`src/design/stereo_three_band_biquad_eq_assert.svh`:
```
// assertion macros used by the equalizer sequencer
`ifndef STEREO_THREE_BAND_BIQUAD_EQ_ASSERT_SVH
`define STEREO_THREE_BAND_BIQUAD_EQ_ASSERT_SVH

// same-cycle implication, disabled while reset is held
`define SBEQ_ASSERT_IMP(lbl, clk, rst_n, ante, cons, msg) \
  lbl: assert property (@(posedge clk) disable iff (!rst_n) (ante) |-> (cons)) \
    else $error(msg);

// next-cycle implication, disabled while reset is held
`define SBEQ_ASSERT_NXT(lbl, clk, rst_n, ante, cons, msg) \
  lbl: assert property (@(posedge clk) disable iff (!rst_n) (ante) |=> (cons)) \
    else $error(msg);

`endif

```
`src/design/sbeq_pkg.sv`:
```
// shared types, constants and coefficient unpacking for the equalizer
package sbeq_pkg;

  localparam int SAMPLE_W  = 16;
  localparam int HIST_W    = 32;
  localparam int IN_SH     = 8;
  localparam int B_W       = 21;
  localparam int A_W       = 31;
  localparam int BREG_W    = 3 * B_W;
  localparam int AREG_W    = 2 * A_W;
  localparam int CFG_W     = BREG_W;
  localparam int CFG_IDX_W = 3;
  localparam int NUM_BANDS = 3;
  localparam int BAND_W    = 2;
  localparam int COEF_W    = 32;
  localparam int PROD_W    = 2 * COEF_W;
  localparam int ACC_W     = 56;
  localparam int A_SH      = 11;
  localparam int FRAC_SH   = 18;
  localparam int STEP_W    = 3;

  localparam logic [BREG_W-1:0] B_RESET = BREG_W'(262144);
  localparam logic [AREG_W-1:0] A_RESET = '0;

  // step of one band pass: five products, the last accumulate, one closing step
  localparam logic [STEP_W-1:0] STEP_X0     = 3'd0;
  localparam logic [STEP_W-1:0] STEP_X1     = 3'd1;
  localparam logic [STEP_W-1:0] STEP_X2     = 3'd2;
  localparam logic [STEP_W-1:0] STEP_Y1     = 3'd3;
  localparam logic [STEP_W-1:0] STEP_Y2     = 3'd4;
  localparam logic [STEP_W-1:0] STEP_LAST_A = 3'd5;
  localparam logic [STEP_W-1:0] STEP_COMMIT = 3'd6;

  localparam logic [BAND_W-1:0] BAND_FIRST = 2'd0;
  localparam logic [BAND_W-1:0] BAND_LAST  = 2'd2;

  typedef enum logic [CFG_IDX_W-1:0] {
    REG_BASS_B   = 3'd0,
    REG_BASS_A   = 3'd1,
    REG_MID_B    = 3'd2,
    REG_MID_A    = 3'd3,
    REG_TREBLE_B = 3'd4,
    REG_TREBLE_A = 3'd5
  } cfg_reg_e;

  typedef enum logic [1:0] {
    ST_IDLE,
    ST_RUN,
    ST_HOLD
  } state_e;

  // control from the sequencer to both lanes and the output stage
  typedef struct packed {
    logic                     load;
    logic                     mul_en;
    logic [STEP_W-1:0]        opsel;
    logic signed [COEF_W-1:0] coef;
    logic                     acc_en;
    logic                     acc_first;
    logic                     acc_sub;
    logic                     commit;
    logic                     out_load;
  } ctrl_t;

  // coefficient of one product, sign extended to the multiplier width
  function automatic logic signed [COEF_W-1:0] coef_of(
    input logic [BREG_W-1:0] b,
    input logic [AREG_W-1:0] a,
    input logic [STEP_W-1:0] step
  );
    logic [B_W-1:0] bf;
    logic [A_W-1:0] af;
    logic signed [COEF_W-1:0] c;
    bf = '0;
    af = '0;
    c  = '0;
    case (step)
      STEP_X0: begin
        bf = b[B_W-1:0];
        c  = {{(COEF_W-B_W){bf[B_W-1]}}, bf};
      end
      STEP_X1: begin
        bf = b[2*B_W-1:B_W];
        c  = {{(COEF_W-B_W){bf[B_W-1]}}, bf};
      end
      STEP_X2: begin
        bf = b[3*B_W-1:2*B_W];
        c  = {{(COEF_W-B_W){bf[B_W-1]}}, bf};
      end
      STEP_Y1: begin
        af = a[A_W-1:0];
        c  = {{(COEF_W-A_W){af[A_W-1]}}, af};
      end
      STEP_Y2: begin
        af = a[2*A_W-1:A_W];
        c  = {{(COEF_W-A_W){af[A_W-1]}}, af};
      end
      default: c = '0;
    endcase
    return c;
  endfunction

endpackage

```
`src/design/sbeq_ctrl.sv`:
```
// sequencer: steps both lanes through three bands of five products each
`include "stereo_three_band_biquad_eq_assert.svh"

module sbeq_ctrl (
  input  logic                                                   clk_i,
  input  logic                                                   rst_ni,
  input  logic                                                   in_valid_i,
  input  logic                                                   out_free_i,
  input  logic [sbeq_pkg::NUM_BANDS-1:0][sbeq_pkg::BREG_W-1:0]   b_coeffs_i,
  input  logic [sbeq_pkg::NUM_BANDS-1:0][sbeq_pkg::AREG_W-1:0]   a_coeffs_i,
  output logic                                                   in_ready_o,
  output sbeq_pkg::ctrl_t                                        ctrl_o
);
  import sbeq_pkg::*;

  state_e              state_q, state_d;
  logic [STEP_W-1:0]   step_q, step_d;
  logic [BAND_W-1:0]   band_q, band_d;
  logic                in_fire;
  logic                last_commit;

  assign in_ready_o  = (state_q == ST_IDLE);
  assign in_fire     = in_valid_i && in_ready_o;
  assign last_commit = (state_q == ST_RUN) && (step_q == STEP_COMMIT) && (band_q == BAND_LAST);

  // next state
  always_comb begin
    state_d = state_q;
    case (state_q)
      ST_IDLE: begin
        if (in_fire) state_d = ST_RUN;
      end
      ST_RUN: begin
        if (last_commit) state_d = out_free_i ? ST_IDLE : ST_HOLD;
      end
      ST_HOLD: begin
        if (out_free_i) state_d = ST_IDLE;
      end
      default: state_d = ST_IDLE;
    endcase
  end

  // step and band counters
  always_comb begin
    step_d = step_q;
    band_d = band_q;
    if (in_fire) begin
      step_d = STEP_X0;
      band_d = BAND_FIRST;
    end else if (state_q == ST_RUN) begin
      if (step_q == STEP_COMMIT) begin
        step_d = STEP_X0;
        band_d = (band_q == BAND_LAST) ? BAND_FIRST : band_q + 1'b1;
      end else begin
        step_d = step_q + 1'b1;
      end
    end
  end

  always_ff @(posedge clk_i or negedge rst_ni) begin
    if (!rst_ni) begin
      state_q <= ST_IDLE;
      step_q  <= STEP_X0;
      band_q  <= BAND_FIRST;
    end else begin
      state_q <= state_d;
      step_q  <= step_d;
      band_q  <= band_d;
    end
  end

  // control outputs
  always_comb begin
    ctrl_o           = '0;
    ctrl_o.load      = in_fire;
    ctrl_o.opsel     = step_q;
    ctrl_o.coef      = coef_of(b_coeffs_i[band_q], a_coeffs_i[band_q], step_q);
    ctrl_o.acc_first = (step_q == STEP_X1);
    ctrl_o.acc_sub   = (step_q == STEP_Y2) || (step_q == STEP_LAST_A);
    if (state_q == ST_RUN) begin
      ctrl_o.mul_en = (step_q <= STEP_Y2);
      ctrl_o.acc_en = (step_q >= STEP_X1) && (step_q <= STEP_LAST_A);
      ctrl_o.commit = (step_q == STEP_COMMIT);
    end
    ctrl_o.out_load = (last_commit && out_free_i) || ((state_q == ST_HOLD) && out_free_i);
  end

  `SBEQ_ASSERT_NXT(a_fire_starts, clk_i, rst_ni, in_fire, (state_q == ST_RUN) && (step_q == STEP_X0) && (band_q == BAND_FIRST), "frame did not start at the first band")
  `SBEQ_ASSERT_NXT(a_last_leaves_run, clk_i, rst_ni, last_commit, state_q != ST_RUN, "sequencer stayed busy after the treble band")
  `SBEQ_ASSERT_IMP(a_load_needs_room, clk_i, rst_ni, ctrl_o.out_load, out_free_i, "result loaded while the output register was full")
  `SBEQ_ASSERT_IMP(a_no_work_idle, clk_i, rst_ni, state_q != ST_RUN, !ctrl_o.commit && !ctrl_o.acc_en && !ctrl_o.mul_en, "lane work outside a running frame")

endmodule

```
`config.mk`:
```
export PLATFORM = sky130hd
export DESIGN_NAME = sbeq_ctrl
export DESIGN_NICKNAME = d
export VERILOG_FILES = /design/src/design/sbeq_pkg.sv /design/src/design/sbeq_ctrl.sv
export VERILOG_INCLUDE_DIRS = /design/src /design/src/design
export SDC_FILE = /design/constraint.sdc
export NUM_CORES = 1
export LEC_CHECK = 0
export ABC_AREA = 1
export ABC_CLOCK_PERIOD_IN_PS = 4900
export BUFFER_PORTS_ARGS = -buffer_cell sky130_fd_sc_hd__buf_2
export CORE_AREA = 2 2 163 165
export DETAILED_ROUTE_END_ITERATION = 6
export DIE_AREA = 0 0 165 167
export SYNTH_ARGS = -nofsm -noshare
export SYNTH_HDL_FRONTEND = slang
export SYNTH_SLANG_ARGS = --single-unit
```
`constraint.sdc`:
```
create_clock -name clk_i -period 4.9 [get_ports clk_i]
set_input_delay 0.735 -clock clk_i [delete_from_list [all_inputs] [get_ports clk_i]]
set_output_delay 0.735 -clock clk_i [all_outputs]
set_load 0.03 [all_outputs]
```
==> out/results.ini <==
[finish]
drive_above_1_share_pct = 35.4
area_growth_pct = 53.6
layout.cells.non_filler = 1622
post-route-util_pct = 25.5
nets = 1667

[setup_path]
timing.rr.start = band_q[1]
cp.arrival_ps = 2970
crit_required_ps = 4160
cp_max_fo = 74
startpoint_type = flop
reg2reg_depth = 6
r2r_setup_slack_ps = 2610
crit_type = reg2out
r2r-end = state_q[0]
cp-end-kind = output port

[power]
leakagePower_nw = 4.08
ir_drop_v = 0.000464
power_density_nw_per_um2 = 607
power_mw = 3.98

[floorplan]
rows = 59
dieHeight_um = 167
die_w_um = 165
core_area_sq_um = 25800
top_level_ports = 422
start_util_pct = 16.6
dieArea_sq_um = 27600

[drt]
drtIter0Drc = 561
num_vias = 7532
drcViolationCount = 0
first_pass_iters = 5
vias_per_cell = 4.64
wl_um = 27500
wl_per_cell_um = 17.0
detail-route-antenna-nets = 0

[job]
cap_violations = 0

[sta]
fmax_mhz = 270
timing.hold.ws_ps = 339
finalMaxSlewViolations = 0
fin_crit_sh_pct = 75.7
final-setup-viol-count = 0
fin_tns_setup_ps = 0
rsz0062_at_grt = no
fin_crit_ps = 3710
hold_viol = 0
relSlewSlack_pct = 40.0
finClkSkew_ps = 2.95
tightest_slew_ps = 897

[min_path]
hold_class = in2async

[grt]
overflow = 0
grt_max_degree = 80
antenna_found_initial = 3
grt_usage_pct = 18.5
grt_pass1_vias = 7057
grt_pass1_wl_um = 39400

[clock_network]
post_cts_buffers = 0
cts_root_buffer = clkbuf_16
clk_pin_slew_worst_paths_ps = 40
cts_tree = done
clock_latency_ps = 240
cts_max_level = 1
numCtsBuffers = 3
clockBufferDepth = 2
cts_resized = 0
ctsHoldBuffers = 0
cts_sinks = 7

[placement]
io_buffers = 421
dp_hpwl_um = 21900
gp_congestion = 0.951
placedCellCount = 1617

[synth]
async_reset_ff_share_pct = 100
ys_ff_latch = 7
post-synth-top-count-cell = nand2_1
ys_top_cells_by_count = nand2_1 (387), nand3_1 (335), inv_1 (57), buf_2 (53), nor2_1 (41)
synthesis.nets = 1305
synthDistinctLibCells = 21
yosys_most_used_dff = dfrtp_1
yosys.area.top_type = nand3_1
yosysWarningCount = 0
synthCells = 925
synth-seq-area-share_pct = 4.10
synth_edf_count = 0
synthTopCellsByArea = nand3_1 (39%), nand2_1 (34%), buf_2 (6.2%), inv_1 (5.0%), dfrtp_1 (4.1%)
syn_area_sq_um = 4270
postSynthAreaPerCell_sq_um = 4.62
synth_top_area_share_pct = 39.3

[status]
status = finished clean

flip-flops by register name (all words and copies together), names as in the netlist:
name,cells
band_q,2
step_q,3
state_q,2
per-stage QoR:
step	instance area, sq um	setup WS, ps
2_1_floorplan	4270	2320
3_3_place_gp	6480	1470
3_5_place_dp	6480	1450
4_1_cts	6560	1200
5_1_grt	6560	1040
6_report	6560	1190
routing by layer:
layer | vias up | GRT usage [%] | routed length (um)
met3 | 36 | 3.36 | 2310
met5 | - | 0 | 27
met1 | 3387 | 24.8 | 12000
li1 | 3713 | - | -
met2 | 392 | 31.1 | 12600
met4 | 4 | 3.25 | 476
where the power goes:
| group | internal [mW] | total [mW] | switching, mW |
|---|---|---|---|
| sequential | 0.0859 | 0.167 | 0.0812 |
| clock | 0.108 | 0.148 | 0.0398 |
| combinational | 1.03 | 3.67 | 2.64 |
| total | 1.22 | 3.98 | 2.76 |
area by class of cell:
type	count	area (sq um)
clock buffers	3	75.1
well taps	335	419
multi-input cells	778	3410
inverters	61	234
fillers	3069	19200
repair buffers	436	2230
flip-flops and latches	7	183
diodes	1	2.50
clock inverters	1	5.00
worst max-delay path by stage:
stage,endpoint,from,cells after the start
6_report,ctrl_o[29],band_q[1],9
4_1_cts,ctrl_o[23],band_q[1],10
5_1_grt,ctrl_o[36],band_q[1],9
3_3_place_gp,ctrl_o[29],band_q[1],9
3_5_place_dp,ctrl_o[23],band_q[1],10
2_1_floorplan,ctrl_o[0],step_q[2],4
cell usage in the layout, fill, tap and decap left out, types with 2 or more instances in the layout:
cell | netlist | routed
nor3_2 | 1 | 2
o22ai_1 | 2 | 2
nor2_2 | 3 | 4
inv_2 | 2 | 2
dfrtp_4 | 0 | 2
buf_4 | 8 | 14
inv_1 | 57 | 57
a21oi_1 | 4 | 4
nand2_1 | 387 | 387
clkbuf_16 | 0 | 3
dfrtp_1 | 7 | 5
nor2_1 | 41 | 39
buf_2 | 53 | 421
inv_4 | 2 | 2
nand3_1 | 335 | 335
critical path, cell delays in order (launching register included):
cell and delay, ps:
dfrtp_4 710, buf_4 790, nor2_2 280, nand2_1 120, nand3_1 70, nand2_1 60, nand2_1 60, inv_2 250
nand2_1 140, buf_2 200
cell families (layout without fill, tap and decap cells):
logic type,Yosys count,in the layout,synth area share [%]
AND/OR/NAND/NOR,769,769,78.1
buffers and inverters,140,501,16.4
AO/OA/AOI/OAI,8,8,1.05
flip-flops,7,7,4.10
adder cells (fa/ha/maj),1,1,0.293
other,0,1,0
Note: power is estimated with default switching activity, not from simulation.
