`src/design/stereo_three_band_biquad_eq_assert.svh`:
```
// assertion macros used by the equalizer sequencer
`ifndef STEREO_THREE_BAND_BIQUAD_EQ_ASSERT_SVH
`define STEREO_THREE_BAND_BIQUAD_EQ_ASSERT_SVH

// same-cycle implication, disabled while reset is held
`define SBEQ_ASSERT_IMP(lbl, clk, rst_n, ante, cons, msg) \
  lbl: assert property (@(posedge clk) disable iff (!rst_n) (ante) |-> (cons)) \
    else $error(msg);

// next-cycle implication, disabled while reset is held
`define SBEQ_ASSERT_NXT(lbl, clk, rst_n, ante, cons, msg) \
  lbl: assert property (@(posedge clk) disable iff (!rst_n) (ante) |=> (cons)) \
    else $error(msg);

`endif

```
`src/design/sbeq_pkg.sv`:
```
// shared types, constants and coefficient unpacking for the equalizer
package sbeq_pkg;

  localparam int SAMPLE_W  = 16;
  localparam int HIST_W    = 32;
  localparam int IN_SH     = 8;
  localparam int B_W       = 21;
  localparam int A_W       = 31;
  localparam int BREG_W    = 3 * B_W;
  localparam int AREG_W    = 2 * A_W;
  localparam int CFG_W     = BREG_W;
  localparam int CFG_IDX_W = 3;
  localparam int NUM_BANDS = 3;
  localparam int BAND_W    = 2;
  localparam int COEF_W    = 32;
  localparam int PROD_W    = 2 * COEF_W;
  localparam int ACC_W     = 56;
  localparam int A_SH      = 11;
  localparam int FRAC_SH   = 18;
  localparam int STEP_W    = 3;

  localparam logic [BREG_W-1:0] B_RESET = BREG_W'(262144);
  localparam logic [AREG_W-1:0] A_RESET = '0;

  // step of one band pass: five products, the last accumulate, one closing step
  localparam logic [STEP_W-1:0] STEP_X0     = 3'd0;
  localparam logic [STEP_W-1:0] STEP_X1     = 3'd1;
  localparam logic [STEP_W-1:0] STEP_X2     = 3'd2;
  localparam logic [STEP_W-1:0] STEP_Y1     = 3'd3;
  localparam logic [STEP_W-1:0] STEP_Y2     = 3'd4;
  localparam logic [STEP_W-1:0] STEP_LAST_A = 3'd5;
  localparam logic [STEP_W-1:0] STEP_COMMIT = 3'd6;

  localparam logic [BAND_W-1:0] BAND_FIRST = 2'd0;
  localparam logic [BAND_W-1:0] BAND_LAST  = 2'd2;

  typedef enum logic [CFG_IDX_W-1:0] {
    REG_BASS_B   = 3'd0,
    REG_BASS_A   = 3'd1,
    REG_MID_B    = 3'd2,
    REG_MID_A    = 3'd3,
    REG_TREBLE_B = 3'd4,
    REG_TREBLE_A = 3'd5
  } cfg_reg_e;

  typedef enum logic [1:0] {
    ST_IDLE,
    ST_RUN,
    ST_HOLD
  } state_e;

  // control from the sequencer to both lanes and the output stage
  typedef struct packed {
    logic                     load;
    logic                     mul_en;
    logic [STEP_W-1:0]        opsel;
    logic signed [COEF_W-1:0] coef;
    logic                     acc_en;
    logic                     acc_first;
    logic                     acc_sub;
    logic                     commit;
    logic                     out_load;
  } ctrl_t;

  // coefficient of one product, sign extended to the multiplier width
  function automatic logic signed [COEF_W-1:0] coef_of(
    input logic [BREG_W-1:0] b,
    input logic [AREG_W-1:0] a,
    input logic [STEP_W-1:0] step
  );
    logic [B_W-1:0] bf;
    logic [A_W-1:0] af;
    logic signed [COEF_W-1:0] c;
    bf = '0;
    af = '0;
    c  = '0;
    case (step)
      STEP_X0: begin
        bf = b[B_W-1:0];
        c  = {{(COEF_W-B_W){bf[B_W-1]}}, bf};
      end
      STEP_X1: begin
        bf = b[2*B_W-1:B_W];
        c  = {{(COEF_W-B_W){bf[B_W-1]}}, bf};
      end
      STEP_X2: begin
        bf = b[3*B_W-1:2*B_W];
        c  = {{(COEF_W-B_W){bf[B_W-1]}}, bf};
      end
      STEP_Y1: begin
        af = a[A_W-1:0];
        c  = {{(COEF_W-A_W){af[A_W-1]}}, af};
      end
      STEP_Y2: begin
        af = a[2*A_W-1:A_W];
        c  = {{(COEF_W-A_W){af[A_W-1]}}, af};
      end
      default: c = '0;
    endcase
    return c;
  endfunction

endpackage

```
`src/design/sbeq_lane.sv`:
```
// one channel lane: multiply-accumulate core and rotating band history
module sbeq_lane (
  input  logic                                 clk_i,
  input  logic                                 rst_ni,
  input  sbeq_pkg::ctrl_t                      ctrl_i,
  input  logic signed [sbeq_pkg::SAMPLE_W-1:0] sample_i,
  output logic signed [sbeq_pkg::HIST_W-1:0]   y_o
);
  import sbeq_pkg::*;

  localparam int SUM_W = ACC_W - FRAC_SH;
  localparam int HX1   = 0;
  localparam int HX2   = 1;
  localparam int HY1   = 2;
  localparam int HY2   = 3;

  // slot 0 always holds the band being worked on
  logic signed [HIST_W-1:0] hist_q [NUM_BANDS][4];
  logic signed [HIST_W-1:0] x_cur_q;
  logic signed [PROD_W-1:0] prod_q;
  logic signed [PROD_W-1:0] prod_d;
  logic signed [PROD_W-1:0] prod_sh;
  logic signed [ACC_W-1:0]  acc_q;
  logic signed [ACC_W-1:0]  acc_d;
  logic signed [ACC_W-1:0]  term;
  logic signed [HIST_W-1:0] operand;
  logic signed [SUM_W-1:0]  sum;
  logic signed [HIST_W-1:0] y_sat;

  // operand of the current product
  always_comb begin
    case (ctrl_i.opsel)
      STEP_X0: operand = x_cur_q;
      STEP_X1: operand = hist_q[0][HX1];
      STEP_X2: operand = hist_q[0][HX2];
      STEP_Y1: operand = hist_q[0][HY1];
      STEP_Y2: operand = hist_q[0][HY2];
      default: operand = '0;
    endcase
  end

  assign prod_d  = $signed(ctrl_i.coef) * operand;
  assign prod_sh = prod_q >>> A_SH;

  // feedback products are floored to the feedforward scale and subtracted
  always_comb begin
    if (ctrl_i.acc_sub) begin
      term = -$signed(prod_sh[ACC_W-1:0]);
    end else begin
      term = $signed(prod_q[ACC_W-1:0]);
    end
  end

  assign acc_d = (ctrl_i.acc_first ? '0 : acc_q) + term;

  // floor to Q24.8 and saturate to 32 bits
  assign sum = $signed(acc_q[ACC_W-1:FRAC_SH]);

  always_comb begin
    if (sum[SUM_W-1:HIST_W-1] == '0 || sum[SUM_W-1:HIST_W-1] == '1) begin
      y_sat = sum[HIST_W-1:0];
    end else if (sum[SUM_W-1]) begin
      y_sat = {1'b1, {(HIST_W-1){1'b0}}};
    end else begin
      y_sat = {1'b0, {(HIST_W-1){1'b1}}};
    end
  end

  // datapath registers
  always_ff @(posedge clk_i) begin
    if (ctrl_i.mul_en) begin
      prod_q <= prod_d;
    end
    if (ctrl_i.acc_en) begin
      acc_q <= acc_d;
    end
    if (ctrl_i.load) begin
      x_cur_q <= {{(HIST_W-SAMPLE_W-IN_SH){sample_i[SAMPLE_W-1]}}, sample_i,
                  {IN_SH{1'b0}}};
    end else if (ctrl_i.commit) begin
      x_cur_q <= y_sat;
    end
  end

  // history: update the finished band and rotate the next one into slot 0
  always_ff @(posedge clk_i or negedge rst_ni) begin
    if (!rst_ni) begin
      for (int i = 0; i < NUM_BANDS; i++) begin
        for (int j = 0; j < 4; j++) begin
          hist_q[i][j] <= '0;
        end
      end
    end else if (ctrl_i.commit) begin
      for (int i = 0; i < NUM_BANDS - 1; i++) begin
        hist_q[i] <= hist_q[i+1];
      end
      hist_q[NUM_BANDS-1][HX1] <= x_cur_q;
      hist_q[NUM_BANDS-1][HX2] <= hist_q[0][HX1];
      hist_q[NUM_BANDS-1][HY1] <= y_sat;
      hist_q[NUM_BANDS-1][HY2] <= hist_q[0][HY1];
    end
  end

  // the treble result is visible in its closing cycle and held after
  assign y_o = ctrl_i.commit ? y_sat : x_cur_q;

endmodule

```
`config.mk`:
```
export PLATFORM = sky130hd
export DESIGN_NAME = sbeq_lane
export DESIGN_NICKNAME = d
export VERILOG_FILES = /design/src/design/stereo_three_band_biquad_eq_assert.svh /design/src/design/sbeq_pkg.sv /design/src/design/sbeq_lane.sv
export SDC_FILE = /design/constraint.sdc
export NUM_CORES = 2
export LEC_CHECK = 0
export BUFFER_PORTS_ARGS = -buffer_cell sky130_fd_sc_hd__buf_2
export CELL_PAD_IN_SITES_DETAIL_PLACEMENT = 1
export CELL_PAD_IN_SITES_GLOBAL_PLACEMENT = 1
export CORE_ASPECT_RATIO = 2
export CORE_UTILIZATION = 53
export DETAILED_ROUTE_END_ITERATION = 10
export HOLD_SLACK_MARGIN = 0.08
export PLACE_DENSITY = 0.87
export SYNTH_ARGS = -nofsm -noshare
export SYNTH_HDL_FRONTEND = slang
export SYNTH_SLANG_ARGS = --single-unit
```
`constraint.sdc`:
```
create_clock -name clk_i -period 10.3 [get_ports clk_i]
set_input_delay 1.03 -clock clk_i [delete_from_list [all_inputs] [get_ports clk_i]]
set_output_delay 1.03 -clock clk_i [all_outputs]
set_load 0.03 [all_outputs]
```
==> summary.md <==
The final critical-path required period came out at 10130 ps. The logs give 0.936 for the placer congestion estimate and 0 for the global route total overflow. The overall die area came out at 117000 um^2. No sink is reached through more buffers than the 3 on the longest clock path. The share of synthesized registers carrying an async set or reset was 71.6%. For the number of global-route vias before repair, the log shows 55037. With fillers left out, the area of the finished cells amounts to 65500 um^2. Using the TritonRoute via totals, the vias-per-cell ratio works out to 6.15. TritonCTS built the clock tree.

The Yosys warning count was 0. After Yosys synthesis, XOR and XNOR cells account for 2.40% of the synthesized area. The setup TNS is 0 ps. The tools report the net count reported at finish as 7252. The count of endpoints failing hold in the final timing report is 0. Critical path class: in2reg.

Detailed placement ended at an HPWL of 163 mm. Setup violations remaining at the end of the flow were counted as 0. The portion of synthesized area spent on multiplexers is 7.99%. For the pin with the worst max-slew slack, the measured transition is 1160 ps.

The max-slew violation count is 0, and the first-pass GRT wire length is 330 mm. Post-synthesis simple-gate area fraction: 12.7%. The worst hold path belongs to the class reg2reg.

After clock tree synthesis, the clock-pin slew on the worst setup and hold paths is 80 ps. The logs give 79 for the number of library cell types mapped by synthesis and 218 mm for the aggregate routed wire length. Across the routed clock network, the largest skew measured is 81.1 ps. Across the run, the number of max-cap violations was 0.

Summing the areas of all compound-gate instances in the mapped netlist gives 6.05% of the synthesized area. The leading register cell type out of synthesis is dfrtp_1. The count of buffers added on input and output ports is 90. The number of nets in the synthesized netlist is 7313.

For the data arrival time of the critical path, the log shows 10510 ps. The run gives -36.5 ps as the worst setup slack before clock tree synthesis. The flip-flop and latch count after synthesis came out at 536.

The flow ran to the end, and the final reports show no timing, DRC or antenna violations. The synthesized design devotes to its leading area cell type 35.3% of total area. The count of nets left with antenna violations once routing finished came out at 0.

The chip height is 483 um. In this run the worst path has a maximum fanout of 32. CTS saw 536 sinks. In the synthesized netlist, the number of instances is 5930. For this block, the initial DRC count from the detailed router was 3306.

Once placement finished, the instance area stood at 64100 um^2. The critical path data required time was 10680 ps; the total core area was 115000 um^2. The sequential-to-total area share from yosys stat is 22.6%. The final design utilization is 57.0%, and the global-route usage over all layers is 38.0%. After Yosys synthesis, full adders, half adders and majority gates account for 40.2% of the synthesized area.

Ranked by total cell area, the synthesized netlist is headed by fa_1, dfrtp_1, mux2_2. After detailed routing, the number of remaining DRC violations is 0. The area growth from synthesis to layout is 6.63%. After synthesis, the largest family of logic cells by area is adder cells. Counting the buffers created by CTS gives 44. The floorplan has 176 rows. The total setup buffers inserted after CTS was 0; the per-instance average area after synthesis was 10.4 um^2. Share of cells above drive strength 1: 13.2%. 92 I/O pins were placed. The count of H-tree levels built during CTS came out at 2. The tools report the endpoint kind of the worst setup timing path as a flip-flop.

Startpoint type of the worst setup path: an input pin. The worst path meets setup with 168 ps of slack. Setup repair after global routing left no endpoint under its margin. The starting density of the core came out at 53.4%. Entering global routing, the biggest net connects 167 pins. The number of antenna violations at the first check in global routing was 14; the number of synthesized flops with an enable pin was 120. fa_1 takes more of the synthesized area than any other cell. The routed layout has 45649 vias. The tools report the clock root buffer as clkbuf_16. The number of hold buffers added after CTS was 0; the count of TritonRoute iterations in the first routing pass was 5.

The worst relative slew slack was 22.4%; the overall die width was 243 um. In the final routed layout, each cell accounts on average for 29.4 um. The run gives 98.7 MHz as the achievable frequency. In the finished design, the share of the clock period the worst path needs comes to 98.4%. For the worst-skew pair, the clock arrives at the later sink with an insertion delay of 640 ps. Summing every instance area after synthesis gives 61400 um^2.
[cells in the mapped netlist (all sizes together) (19+ instances only)]
master,count
a211oi,19
a21o,65
a21oi,158
a22oi,64
and2,360
clkbuf,310
dfrtp,384
dfxtp,32
edfxtp,120
fa,1083
ha,240
inv,1016
mux2,434
nand2,597
nand2b,28
nand3,28
nand4,21
nor2,202
nor2b,208
nor3,46
o21a,19
o21ai,92
o21bai,29
o22ai,28
o31ai,22
xnor2,121
xor2,47
[cell families (layout without fill, tap and decap cells)]
logic type                 count (synthesis)  in the layout
xor gates and xnor gates                 168            168
DFF                                      536            536
adders and majority gates               1323           1323
other                                      0              3
muxes                                    436            436
buffers and inverters                   1330           1301
AOI/OAI and AO/OA                        575            575
and+or+nand+nor                         1562           1562
[layout by cell type (no fill, tap or decap), drive strengths merged, types with 6 or more instances in the layout]
cell    netlist  layout
fa         1083    1083
a21o         65      65
and2        360     360
mux2        434     434
ha          240     240
nor2b       208     208
o211ai       15      15
nor3         46      46
o21bai       29      29
o22ai        28      28
or4           6       6
nand2       597     597
clkinv        0       9
xnor2       121     121
dfxtp        32      32
a211oi       19      19
nor2        202     202
buf           4     207
and3         13      13
edfxtp      120     120
dfrtp       384     384
or2          12      12
nand3        28      28
or3          15      15
a31oi        12      12
o21a         19      19
clkbuf      310      67
nand4        21      21
xor2         47      47
a21oi       158     158
o31ai        22      22
a31o          6       6
a22oi        64      64
nand2b       28      28
o21ai        92      92
inv        1016    1018
nor4         11      11
[worst max-delay path: stages]
cell	delay [ps]
buf_2	110
buf_12	210
nor2b_4	230
buf_4	290
a22oi_1	140
o22ai_2	230
buf_12	280
nand2_1	110
fa_1	680
fa_1	720
fa_1	480
fa_1	550
inv_1	70
fa_1	510
fa_1	600
fa_1	460
fa_1	450
ha_1	510
a21oi_1	390
o21bai_1	140
a21o_1	210
a221oi_1	410
a2111oi_0	210
or3b_2	610
a31o_2	280
a21oi_1	250
o21ai_0	140
xor2_1	150
[metrics by stage]
stage | cells | hold slack (ps)
finish | 7417 | 474
global route | 7415 | 503
CTS | 7414 | 474
detailed placement | 7336 | 467
global placement | 7336 | 458
floorplan | 5930 | 446
[flip-flops by register name (all words and copies together), names as in the netlist]
name,flops
acc_q,56
hist_q,384
prod_q,64
x_cur_q,32
[path summary, 6_finish.rpt]
check,start,end,slack [ps],depth (start not counted)
max in group asynchronous,rst_ni,hist_q[64],7420,3
worst min register to register,hist_q[64],hist_q[192],470,1
min in group asynchronous,rst_ni,hist_q[264],520,1
worst max register to register,x_cur_q[3],prod_q[62],850,24
worst min-delay path,hist_q[64],hist_q[192],470,1
worst max-delay path,ctrl_i[37],prod_q[62],170,28
[metal layers]
metal,up-vias,GRT usage [%],routed length [um]
met5,-,0,34
met4,6,35.6,24700
met3,1281,6.89,14300
met2,2357,67.8,114000
met1,23692,36.5,65500
li1,18313,-,-
[layout make-up]
type	instances	area, um^2
Antenna cell	3	7.51
Clock buffer	67	1290
Inverter	1016	3810
Sequential cell	536	13900
Timing Repair Buffer	207	1740
Tap cell	1513	1890
Fill cell	12286	49400
Clock inverter	11	126
Multi-Input combinational cell	4064	42800
[repair_timing]
item | in CTS | in global routing
endpoints found under the setup margin | 0 | 2
resized for setup | 0 | 3
hold endpoints to repair | 0 | 0
Power is left out: the tool's default activity adds up to more than one toggle a clock period on the data nets, which glitch-free logic cannot reach.
