<file path="src/design/stereo_three_band_biquad_eq_assert.svh">
// assertion macros used by the equalizer sequencer
`ifndef STEREO_THREE_BAND_BIQUAD_EQ_ASSERT_SVH
`define STEREO_THREE_BAND_BIQUAD_EQ_ASSERT_SVH

// same-cycle implication, disabled while reset is held
`define SBEQ_ASSERT_IMP(lbl, clk, rst_n, ante, cons, msg) \
  lbl: assert property (@(posedge clk) disable iff (!rst_n) (ante) |-> (cons)) \
    else $error(msg);

// next-cycle implication, disabled while reset is held
`define SBEQ_ASSERT_NXT(lbl, clk, rst_n, ante, cons, msg) \
  lbl: assert property (@(posedge clk) disable iff (!rst_n) (ante) |=> (cons)) \
    else $error(msg);

`endif

</file>
<file path="src/design/sbeq_pkg.sv">
// shared types, constants and coefficient unpacking for the equalizer
package sbeq_pkg;

  localparam int SAMPLE_W  = 16;
  localparam int HIST_W    = 32;
  localparam int IN_SH     = 8;
  localparam int B_W       = 21;
  localparam int A_W       = 31;
  localparam int BREG_W    = 3 * B_W;
  localparam int AREG_W    = 2 * A_W;
  localparam int CFG_W     = BREG_W;
  localparam int CFG_IDX_W = 3;
  localparam int NUM_BANDS = 3;
  localparam int BAND_W    = 2;
  localparam int COEF_W    = 32;
  localparam int PROD_W    = 2 * COEF_W;
  localparam int ACC_W     = 56;
  localparam int A_SH      = 11;
  localparam int FRAC_SH   = 18;
  localparam int STEP_W    = 3;

  localparam logic [BREG_W-1:0] B_RESET = BREG_W'(262144);
  localparam logic [AREG_W-1:0] A_RESET = '0;

  // step of one band pass: five products, the last accumulate, one closing step
  localparam logic [STEP_W-1:0] STEP_X0     = 3'd0;
  localparam logic [STEP_W-1:0] STEP_X1     = 3'd1;
  localparam logic [STEP_W-1:0] STEP_X2     = 3'd2;
  localparam logic [STEP_W-1:0] STEP_Y1     = 3'd3;
  localparam logic [STEP_W-1:0] STEP_Y2     = 3'd4;
  localparam logic [STEP_W-1:0] STEP_LAST_A = 3'd5;
  localparam logic [STEP_W-1:0] STEP_COMMIT = 3'd6;

  localparam logic [BAND_W-1:0] BAND_FIRST = 2'd0;
  localparam logic [BAND_W-1:0] BAND_LAST  = 2'd2;

  typedef enum logic [CFG_IDX_W-1:0] {
    REG_BASS_B   = 3'd0,
    REG_BASS_A   = 3'd1,
    REG_MID_B    = 3'd2,
    REG_MID_A    = 3'd3,
    REG_TREBLE_B = 3'd4,
    REG_TREBLE_A = 3'd5
  } cfg_reg_e;

  typedef enum logic [1:0] {
    ST_IDLE,
    ST_RUN,
    ST_HOLD
  } state_e;

  // control from the sequencer to both lanes and the output stage
  typedef struct packed {
    logic                     load;
    logic                     mul_en;
    logic [STEP_W-1:0]        opsel;
    logic signed [COEF_W-1:0] coef;
    logic                     acc_en;
    logic                     acc_first;
    logic                     acc_sub;
    logic                     commit;
    logic                     out_load;
  } ctrl_t;

  // coefficient of one product, sign extended to the multiplier width
  function automatic logic signed [COEF_W-1:0] coef_of(
    input logic [BREG_W-1:0] b,
    input logic [AREG_W-1:0] a,
    input logic [STEP_W-1:0] step
  );
    logic [B_W-1:0] bf;
    logic [A_W-1:0] af;
    logic signed [COEF_W-1:0] c;
    bf = '0;
    af = '0;
    c  = '0;
    case (step)
      STEP_X0: begin
        bf = b[B_W-1:0];
        c  = {{(COEF_W-B_W){bf[B_W-1]}}, bf};
      end
      STEP_X1: begin
        bf = b[2*B_W-1:B_W];
        c  = {{(COEF_W-B_W){bf[B_W-1]}}, bf};
      end
      STEP_X2: begin
        bf = b[3*B_W-1:2*B_W];
        c  = {{(COEF_W-B_W){bf[B_W-1]}}, bf};
      end
      STEP_Y1: begin
        af = a[A_W-1:0];
        c  = {{(COEF_W-A_W){af[A_W-1]}}, af};
      end
      STEP_Y2: begin
        af = a[2*A_W-1:A_W];
        c  = {{(COEF_W-A_W){af[A_W-1]}}, af};
      end
      default: c = '0;
    endcase
    return c;
  endfunction

endpackage

</file>
<file path="src/design/sbeq_if.sv">


interface sbeq_out_if;
  logic                                 valid;
  logic                                 ready;
  logic signed [sbeq_pkg::SAMPLE_W-1:0] left_out;
  logic signed [sbeq_pkg::SAMPLE_W-1:0] right_out;

  modport source (output valid, output left_out, output right_out, input ready);
  modport sink   (input valid, input left_out, input right_out, output ready);
endinterface

</file>
<file path="src/design/sbeq_out.sv">
// merge stage: converts both lane results to PCM and holds the output request
module sbeq_out (
  input  logic                               clk_i,
  input  logic                               rst_ni,
  input  logic                               load_i,
  input  logic signed [sbeq_pkg::HIST_W-1:0] left_y_i,
  input  logic signed [sbeq_pkg::HIST_W-1:0] right_y_i,
  output logic                               free_o,
  sbeq_out_if.source                         out_o
);
  import sbeq_pkg::*;

  localparam int T_W = HIST_W + 1 - IN_SH;

  logic                       valid_q;
  logic signed [SAMPLE_W-1:0] left_q;
  logic signed [SAMPLE_W-1:0] right_q;

  // drop the fraction toward zero, then clamp to 16 bits
  function automatic logic signed [SAMPLE_W-1:0] to_pcm(input logic signed [HIST_W-1:0] y);
    logic signed [HIST_W:0] y_ext;
    logic signed [HIST_W:0] adj;
    logic signed [T_W-1:0]  t;
    logic signed [SAMPLE_W-1:0] r;
    y_ext = {y[HIST_W-1], y};
    adj   = y[HIST_W-1] ? y_ext + (HIST_W+1)'((1 << IN_SH) - 1) : y_ext;
    t     = adj[HIST_W:IN_SH];
    if (t[T_W-1:SAMPLE_W-1] == '0 || t[T_W-1:SAMPLE_W-1] == '1) begin
      r = t[SAMPLE_W-1:0];
    end else if (t[T_W-1]) begin
      r = {1'b1, {(SAMPLE_W-1){1'b0}}};
    end else begin
      r = {1'b0, {(SAMPLE_W-1){1'b1}}};
    end
    return r;
  endfunction

  assign free_o = !valid_q || out_o.ready;

  // output valid
  always_ff @(posedge clk_i or negedge rst_ni) begin
    if (!rst_ni) begin
      valid_q <= 1'b0;
    end else if (load_i) begin
      valid_q <= 1'b1;
    end else if (out_o.ready) begin
      valid_q <= 1'b0;
    end
  end

  // output payload
  always_ff @(posedge clk_i) begin
    if (load_i) begin
      left_q  <= to_pcm(left_y_i);
      right_q <= to_pcm(right_y_i);
    end
  end

  assign out_o.valid     = valid_q;
  assign out_o.left_out  = left_q;
  assign out_o.right_out = right_q;

endmodule
</file>
<file path="src/flat_wrapper.sv">
// flat-port wrapper written by rule: the top's interface ports become plain ports
module sbeq_out_flat import sbeq_pkg::*;
  (clk_i, rst_ni, load_i, left_y_i, right_y_i, free_o, out_o_valid, out_o_left_out, out_o_right_out, out_o_ready);
  sbeq_out_if out_o_i ();
  input  logic clk_i;
  input  logic rst_ni;
  input  logic load_i;
  input  logic signed [sbeq_pkg::HIST_W-1:0] left_y_i;
  input  logic signed [sbeq_pkg::HIST_W-1:0] right_y_i;
  output logic free_o;
  output wire logic [$bits(out_o_i.valid)-1:0] out_o_valid;
  output wire logic [$bits(out_o_i.left_out)-1:0] out_o_left_out;
  output wire logic [$bits(out_o_i.right_out)-1:0] out_o_right_out;
  input wire logic [$bits(out_o_i.ready)-1:0] out_o_ready;
  assign out_o_valid = out_o_i.valid;
  assign out_o_left_out = out_o_i.left_out;
  assign out_o_right_out = out_o_i.right_out;
  assign out_o_i.ready = out_o_ready;
  sbeq_out u_core (.clk_i(clk_i), .rst_ni(rst_ni), .load_i(load_i), .left_y_i(left_y_i), .right_y_i(right_y_i), .free_o(free_o), .out_o(out_o_i));
endmodule
</file>
<file path="config.mk">
export PLATFORM = sky130hd
export DESIGN_NAME = sbeq_out_flat
export DESIGN_NICKNAME = d
export VERILOG_FILES = /design/src/design/stereo_three_band_biquad_eq_assert.svh /design/src/design/sbeq_pkg.sv /design/src/design/sbeq_if.sv /design/src/design/sbeq_out.sv /design/src/flat_wrapper.sv
export SDC_FILE = /design/constraint.sdc
export NUM_CORES = 1
export LEC_CHECK = 0
export ABC_CLOCK_PERIOD_IN_PS = 800
export BUFFER_PORTS_ARGS = -buffer_cell sky130_fd_sc_hd__clkbuf_2
export CAP_MARGIN = 20
export CORE_MARGIN = 4
export CORE_UTILIZATION = 35
export CTS_CLUSTER_SIZE = 12
export DETAILED_ROUTE_END_ITERATION = 16
export PLACE_DENSITY = 0.7
export SYNTH_ARGS = -nofsm -noshare
export SYNTH_HDL_FRONTEND = slang
export SYNTH_SLANG_ARGS = --single-unit
</file>
<file path="constraint.sdc">
create_clock -name clk_i -period 0.8 [get_ports clk_i]
set_input_delay 0.08 -clock clk_i [delete_from_list [all_inputs] [get_ports clk_i]]
set_output_delay 0.08 -clock clk_i [all_outputs]
set_load 0.05 [all_outputs]
</file>
==> impl_metrics.tcl, run 1 <==
set metrics [dict create \
    status "finished, violations left" \
    violations "setup timing" \
    core_area_um2 6030 \
    fin_ws_ps -1090 \
    die_w_um 87.6 \
    skew_ps 0 \
    crit_fanout 7 \
    hpwl_um 5130 \
    grt_overflow 0 \
    root_buffer "clkbuf_8" \
    setup_tns_ps -32450 \
    cts_buffers 5 \
    irDropWorstVdd_v 0.00142 \
    drive_gt1_frac 0.641 \
    yosysTopAreaCell "edfxtp_1" \
    fin_crit_sh 2.37 \
    r2r-start "u_core.out_o.valid" \
    grt_max_degree 18 \
    critPathKind "input port to flop" \
    drt_wl_total_um 6550 \
    combPwrFrac 0.329 \
    grt.total_usage 0.170 \
    vias_per_cell 4.98 \
    cts_buffer_depth 2 \
    grt_first_pass_wirelength_um 10500 \
    p_int_mw 3.82 \
    power.density_nw_per_um2 1310 \
    syn2layout_area_growth_pct 89.2 \
    die_h_um 87.6 \
    synth.most_common_cell "edfxtp_1" \
    end_kind "flop" \
    startpoint "right_y_i[7]" \
    setup_viol 67 \
    wl_met3_um 349 \
    r2r_slack_ps -60 \
    fin_crit_ps 1890 \
    arrival_ps 1930 \
    slew_viol_final 0 \
    p_leak_nw 1.78 \
    syn_inst 219 \
    antenna_found_initial 0 \
    maxSlewHeadroom 0.720 \
    p_clk_frac 0.284 \
    fmax_ghz 0.528 \
    clock_latency_ps 280 \
    start_util 0.368 \
    io_pins 102 \
    whs_ps 101 \
    drt_iter0_markers 85 \
    htreeDepth 2 \
    power_switching_mw 1.67 \
    synth.avg_cell_area_um2 10.1 \
    synth_edf_count 32 \
    first_pass_iters 4 \
    synth_commonest_cells "32 x edfxtp_1, 23 x a21oi_1, 16 x nand2_1, 14 x nand3_1" \
    port_buffers 101 \
    start_kind "input port" \
    ant_nets 0 \
    synth_ff_type "edfxtp_1" \
    yosysWarnings 0 \
    switching_share 0.305 \
    rows 28 \
    wl_met2_um 3510 \
    synth_top_area_share 0.434 \
    synth_nets 287 \
    worstPathRequired_ps 830 \
    finalWeightedCongestion 0.863 \
    cap_violations 0 \
    clk_pin_slew_ps 70 \
    cts.sinks 33 \
    worst_pin_slew_ps 418 \
    grt_pass1_vias 2408 \
    synth_seq_area_share 0.445 \
    ys_async_sr_fraction 0.0303 \
    holdCritPathClass "input port to async pin" \
    hold_viol 0 \
    cts_tree "built" \
    yosys-top-cells-area "edfxtp_1 43%, a21oi_1 5.2%, xor2_1 5.1%" \
    top_layer_used "met4" \
    nets 471 \
    wl_met1_um 2610 \
    drc_errors 0 \
    rsz0062_at_grt "yes" \
    wl_per_cell_um 13.7 \
    netlist_area_um2 2220 \
    ys_ff_latch 33 \
    r2r_end "u_core.out_o.valid" \
    final_core_util 0.696 \
    endpoint "u_core.out_o.right_out[11]" \
    die_area_um2 7670 \
    yosysUniqueCellTypes 46 \
    worst-r2r-cell-count 4 \
    vias 2385 \
    seqPwrFrac 0.387 \
    n_fill_cell 442 \
    antenna_cells 0 \
]
[flip-flops by register name, indices dropped and copies added (netlist names)]
name,count
u_core.out_o.valid,1
u_core.out_o.right_out,16
u_core.out_o.left_out,16
[timing repair]
action / 4_1_cts / 5_1_grt
pin swaps: 8 / 16
resized for setup: 81 / 39
endpoints found under the hold margin: 1 / 0
gates cloned: 1 / 1
setup buffers: 3 / 4
hold buffers: 1 / 0
endpoints found under the setup margin: 66 / 66
[stage by stage]
step / setup slack, ps / instance area, um2 / std cells / power [mW]
finish: -1090 / 4190 / 479 / 5.49
global route: -1170 / 4190 / 479 / 5.73
CTS: -1050 / 3990 / 475 / 5.45
detailed placement: -1340 / 3480 / 463 / 3.63
global placement: -1290 / 3480 / 463 / 3.60
floorplan: -1170 / 2350 / 219 / 2.93
[worst min-delay path by stage]
| stage | startpoint | end | slack, ps | depth (start not counted) |
|---|---|---|---|---|
| 2_1_floorplan | rst_ni | u_core.out_o.valid | -220 | 0 |
| 3_3_place_gp | rst_ni | u_core.out_o.valid | -140 | 1 |
| 3_5_place_dp | rst_ni | u_core.out_o.valid | -140 | 1 |
| 4_1_cts | rst_ni | u_core.out_o.valid | 80 | 2 |
| 5_1_grt | rst_ni | u_core.out_o.valid | 100 | 2 |
| 6_report | rst_ni | u_core.out_o.valid | 100 | 2 |
[logic make-up after synthesis]
logic type	after synthesis	synth area share
xor+xnor	23	0.0909
simple gates	95	0.244
compound gates	55	0.176
buf+inv	10	0.0299
mux	2	0.00903
fa+ha+maj	1	0.00508
flops	33	0.445
[worst max-delay path, cell delays in order]
cell and delay (ps):
clkbuf_2 80, or4_4 540, o211a_4 300, a21oi_2 140
o21ai_2 80, a211oi_2 250, a31o_2 220, clkbuf_16 180
a21oi_2 50
[power groups by stage]
stage                     clock (mW)  combinational [mW]  sequential [mW]
final                           1.56                1.81             2.12
after global routing            1.69                1.91             2.13
after CTS                       1.60                1.74             2.11
after detailed placement           0                1.49             2.13
after global placement             0                1.47             2.13
after floorplan                    0               0.321             2.61
[final cells by class]
class / count / area [um2] / area share
Inverter: 3 / 11.3 / 0.00269
Tap cell: 75 / 93.8 / 0.0224
Clock inverter: 3 / 46.3 / 0.0110
Multi-Input combinational cell: 177 / 1430 / 0.340
Sequential cell: 33 / 987 / 0.236
Clock buffer: 5 / 68.8 / 0.0164
Timing Repair Buffer: 183 / 1560 / 0.372
[layout by cell type (no fill, tap or decap), drive strengths merged, types with 2 or more instances in the layout]
| master | count |
|---|---|
| buf | 95 |
| clkbuf | 92 |
| a21oi | 33 |
| edfxtp | 32 |
| nand2 | 16 |
| nand3 | 14 |
| xor2 | 13 |
| nor2 | 13 |
| nand4 | 11 |
| xnor2 | 10 |
| and3 | 9 |
| nor3 | 6 |
| or2 | 5 |
| and4 | 5 |
| nor4 | 4 |
| nand2b | 4 |
| o21ai | 4 |
| inv | 3 |
| o22ai | 3 |
| a21o | 3 |
| nor2b | 3 |
| or4 | 2 |
| or3 | 2 |
| o31ai | 2 |
| o211ai | 2 |
| o21a | 2 |
| mux2i | 2 |
| and2 | 2 |
[routing by layer]
metal,up-vias,GRT usage
li1,1206,-
met1,1097,0.209
met2,76,0.305
met3,6,0.0292
met4,0,0.0474
met5,-,0
(Power assumes the default switching activity.)
==> inputs of run 2 (changes only) <==
--- a/config.mk
+++ b/config.mk
@@ -5,7 +5,7 @@
 export SDC_FILE = /design/constraint.sdc
 export NUM_CORES = 1
 export LEC_CHECK = 0
-export ABC_CLOCK_PERIOD_IN_PS = 800
+export ABC_CLOCK_PERIOD_IN_PS = 1750
 export BUFFER_PORTS_ARGS = -buffer_cell sky130_fd_sc_hd__clkbuf_2
 export CAP_MARGIN = 20
 export CORE_MARGIN = 4
==> constraint.sdc (replaced) <==
create_clock -name clk_i -period 1.75 [get_ports clk_i]
set_input_delay 0.175 -clock clk_i [delete_from_list [all_inputs] [get_ports clk_i]]
set_output_delay 0.175 -clock clk_i [all_outputs]
set_load 0.02 [all_outputs]
==> run 2 against run 1 <==
Compared with the run above:
- the flow still finishes with violations (setup timing)
- worst hold slack better by 83 ps
- clock skew is the same
- sequential power fell by 55%
- utilization decreased by 9.9 points
- first-iteration DRC count fell by 25%
- die area unchanged
- sequential share of layout area grew 3.9 points
- critical endpoint is now u_core.out_o.right_out[8]
- via count down 2.4%
- setup slack improved by 890 ps
- flip-flop and latch count unchanged
- highest routed layer unchanged
- cell area decreased by 14%
- largest cell class is now multi-input gates
- final cell count is 2.3% lower
==> impl_metrics.tcl, run 2 (synthesis gave the netlist of run 1 again) <==
set metrics [dict create \
    grt_first_pass_wirelength_um 9750 \
    fin_crit_ps 1950 \
    maxSlewHeadroom 0.472 \
    cts_tree "built" \
    rows 28 \
    first_pass_iters 4 \
    violations "setup timing" \
    r2r_end "u_core.out_o.valid" \
    critPathKind "input port to flop" \
    end_kind "flop" \
    cts.sinks 33 \
    hpwl_um 5080 \
    die_w_um 87.6 \
    grt_pass1_vias 2211 \
    arrival_ps 1970 \
    skew_ps 0 \
    die_h_um 87.6 \
    slew_viol_final 0 \
    core_area_um2 6030 \
    grt_overflow 0 \
    final_common_cell "clkbuf_2" \
    grt_max_degree 34 \
    clock_latency_ps 270 \
    cts_buffer_depth 2 \
    p_leak_nw 1.58 \
    cap_violations 0 \
    drc_errors 0 \
    antenna_found_initial 0 \
    power.density_nw_per_um2 602 \
    worstPathRequired_ps 1770 \
    nets 460 \
    syn2layout_area_growth_pct 62.3 \
    clk_pin_slew_ps 60 \
    place_area_um2 3350 \
    htreeDepth 2 \
    hold_viol 0 \
    final_area_um2 3600 \
    min_from "out_o_ready" \
    min_path_cells 3 \
    setup_viol 15 \
    io_pins 102 \
    fin_crit_sh 1.12 \
    rsz0062_at_grt "yes" \
    ant_nets 0 \
    r2r_slack_ps 1110 \
    cp_top_family "simple AND/OR/NAND/NOR gates" \
    status "finished, violations left" \
    port_buffers 101 \
    cp_slowest_cell "or4_4" \
    irDropWorstVdd_v 0.000385 \
    drt_wl_total_um 6350 \
    crit_fanout 8 \
    r2r-start "u_core.out_o.valid" \
    grt.total_usage 0.160 \
    layout_common_cells "101 x clkbuf_2, 64 x buf_4, 32 x edfxtp_1" \
    cts_buffers 5 \
    vias_per_cell 4.97 \
    die_area_um2 7670 \
    drt_iter0_markers 64 \
    final_core_util 0.597 \
    holdCritPathClass "input port to flop" \
    fmax_ghz 0.512 \
    finalWeightedCongestion 0.902 \
    min_to "u_core.out_o.valid" \
    vias 2327 \
    start_kind "input port" \
    worstPathCellList "clkbuf_2 > or4_4 > o211a_4 > nand4_2 > maj3_2 > o41ai_2 > a31o_2 > buf_12 > mux2i_1" \
    critPathMaxStageDelay_ps 540 \
    worst_pin_slew_ps 793 \
    worst-r2r-cell-count 2 \
    drive_gt1_frac 0.588 \
    root_buffer "clkbuf_8" \
    cp_num_buf_inv 2 \
    antenna_cells 0 \
    wl_per_cell_um 13.6 \
    start_util 0.368 \
    fin_ws_ps -203 \
]
-- run 2: changes by cell type in the layout (fill, tap and decap cells not counted), moves of 4 or more --
cell      change
clkbuf_8     -23
buf_8        -10
nor2_1        +4
buf_4         -6
buf_6         -8
clkbuf_2     +39
-- run 2: cell type report --
type	instances	area, um2
tap	75	93.8
sequential	33	986
inverter	3	11.3
timing repair buffer	172	1090
clock buffer	6	72.6
fill	521	2430
multi-input combinational	177	1310
clock inverter	2	33.8
-- run 2: per-stage QoR --
step / cells / power [mW] / hold WS, ps / setup WS (ps) / setup TNS, ps
floorplan: 219 / 1.19 / -121 / -320 / -5320
global placement: 454 / 1.48 / -49.7 / -439 / -10460
detailed placement: 454 / 1.49 / -48.2 / -458 / -10810
CTS: 464 / 2.18 / 179 / -175 / -2120
global route: 468 / 2.27 / 207 / -246 / -3430
finish: 468 / 2.17 / 184 / -203 / -2710
-- run 2: worst max path at each step --
stage	cells after the start	start	endpoint
floorplan	9	right_y_i[2]	u_core.out_o.right_out[3]
global placement	9	right_y_i[2]	u_core.out_o.right_out[8]
detailed placement	9	right_y_i[2]	u_core.out_o.right_out[8]
CTS	9	right_y_i[2]	u_core.out_o.right_out[8]
global route	9	right_y_i[7]	u_core.out_o.right_out[8]
finish	9	right_y_i[2]	u_core.out_o.right_out[8]
-- run 2: worst reg2reg max path, stage by stage, from the launching register on --
cell,delay [ps]
dfrtp_1,370
nand2b_1,90
nand2b_1,60
-- run 2: timing repair --
item	CTS	global route
cloned	1	2
hold buffers	1	0
hold endpoints to repair	1	0
gates resized for setup	2	17
buffers inserted	0	3
pin swaps	0	8
setup endpoints to repair	18	30
-- run 2: where the power goes --
part,switching (mW),internal (mW),leakage (nW)
sequential,0.0175,0.937,0.324
clock,0.259,0.420,0.0528
combinational,0.290,0.243,1.20
-- run 2: layer usage --
layer | up-vias | GRT usage | part of all wire
li1 | 1188 | - | -
met3 | 13 | 0.0310 | 0.049
met2 | 63 | 0.279 | 0.51
met1 | 1063 | 0.192 | 0.42
met4 | 0 | 0.0683 | 0.024
met5 | - | 0 | 0
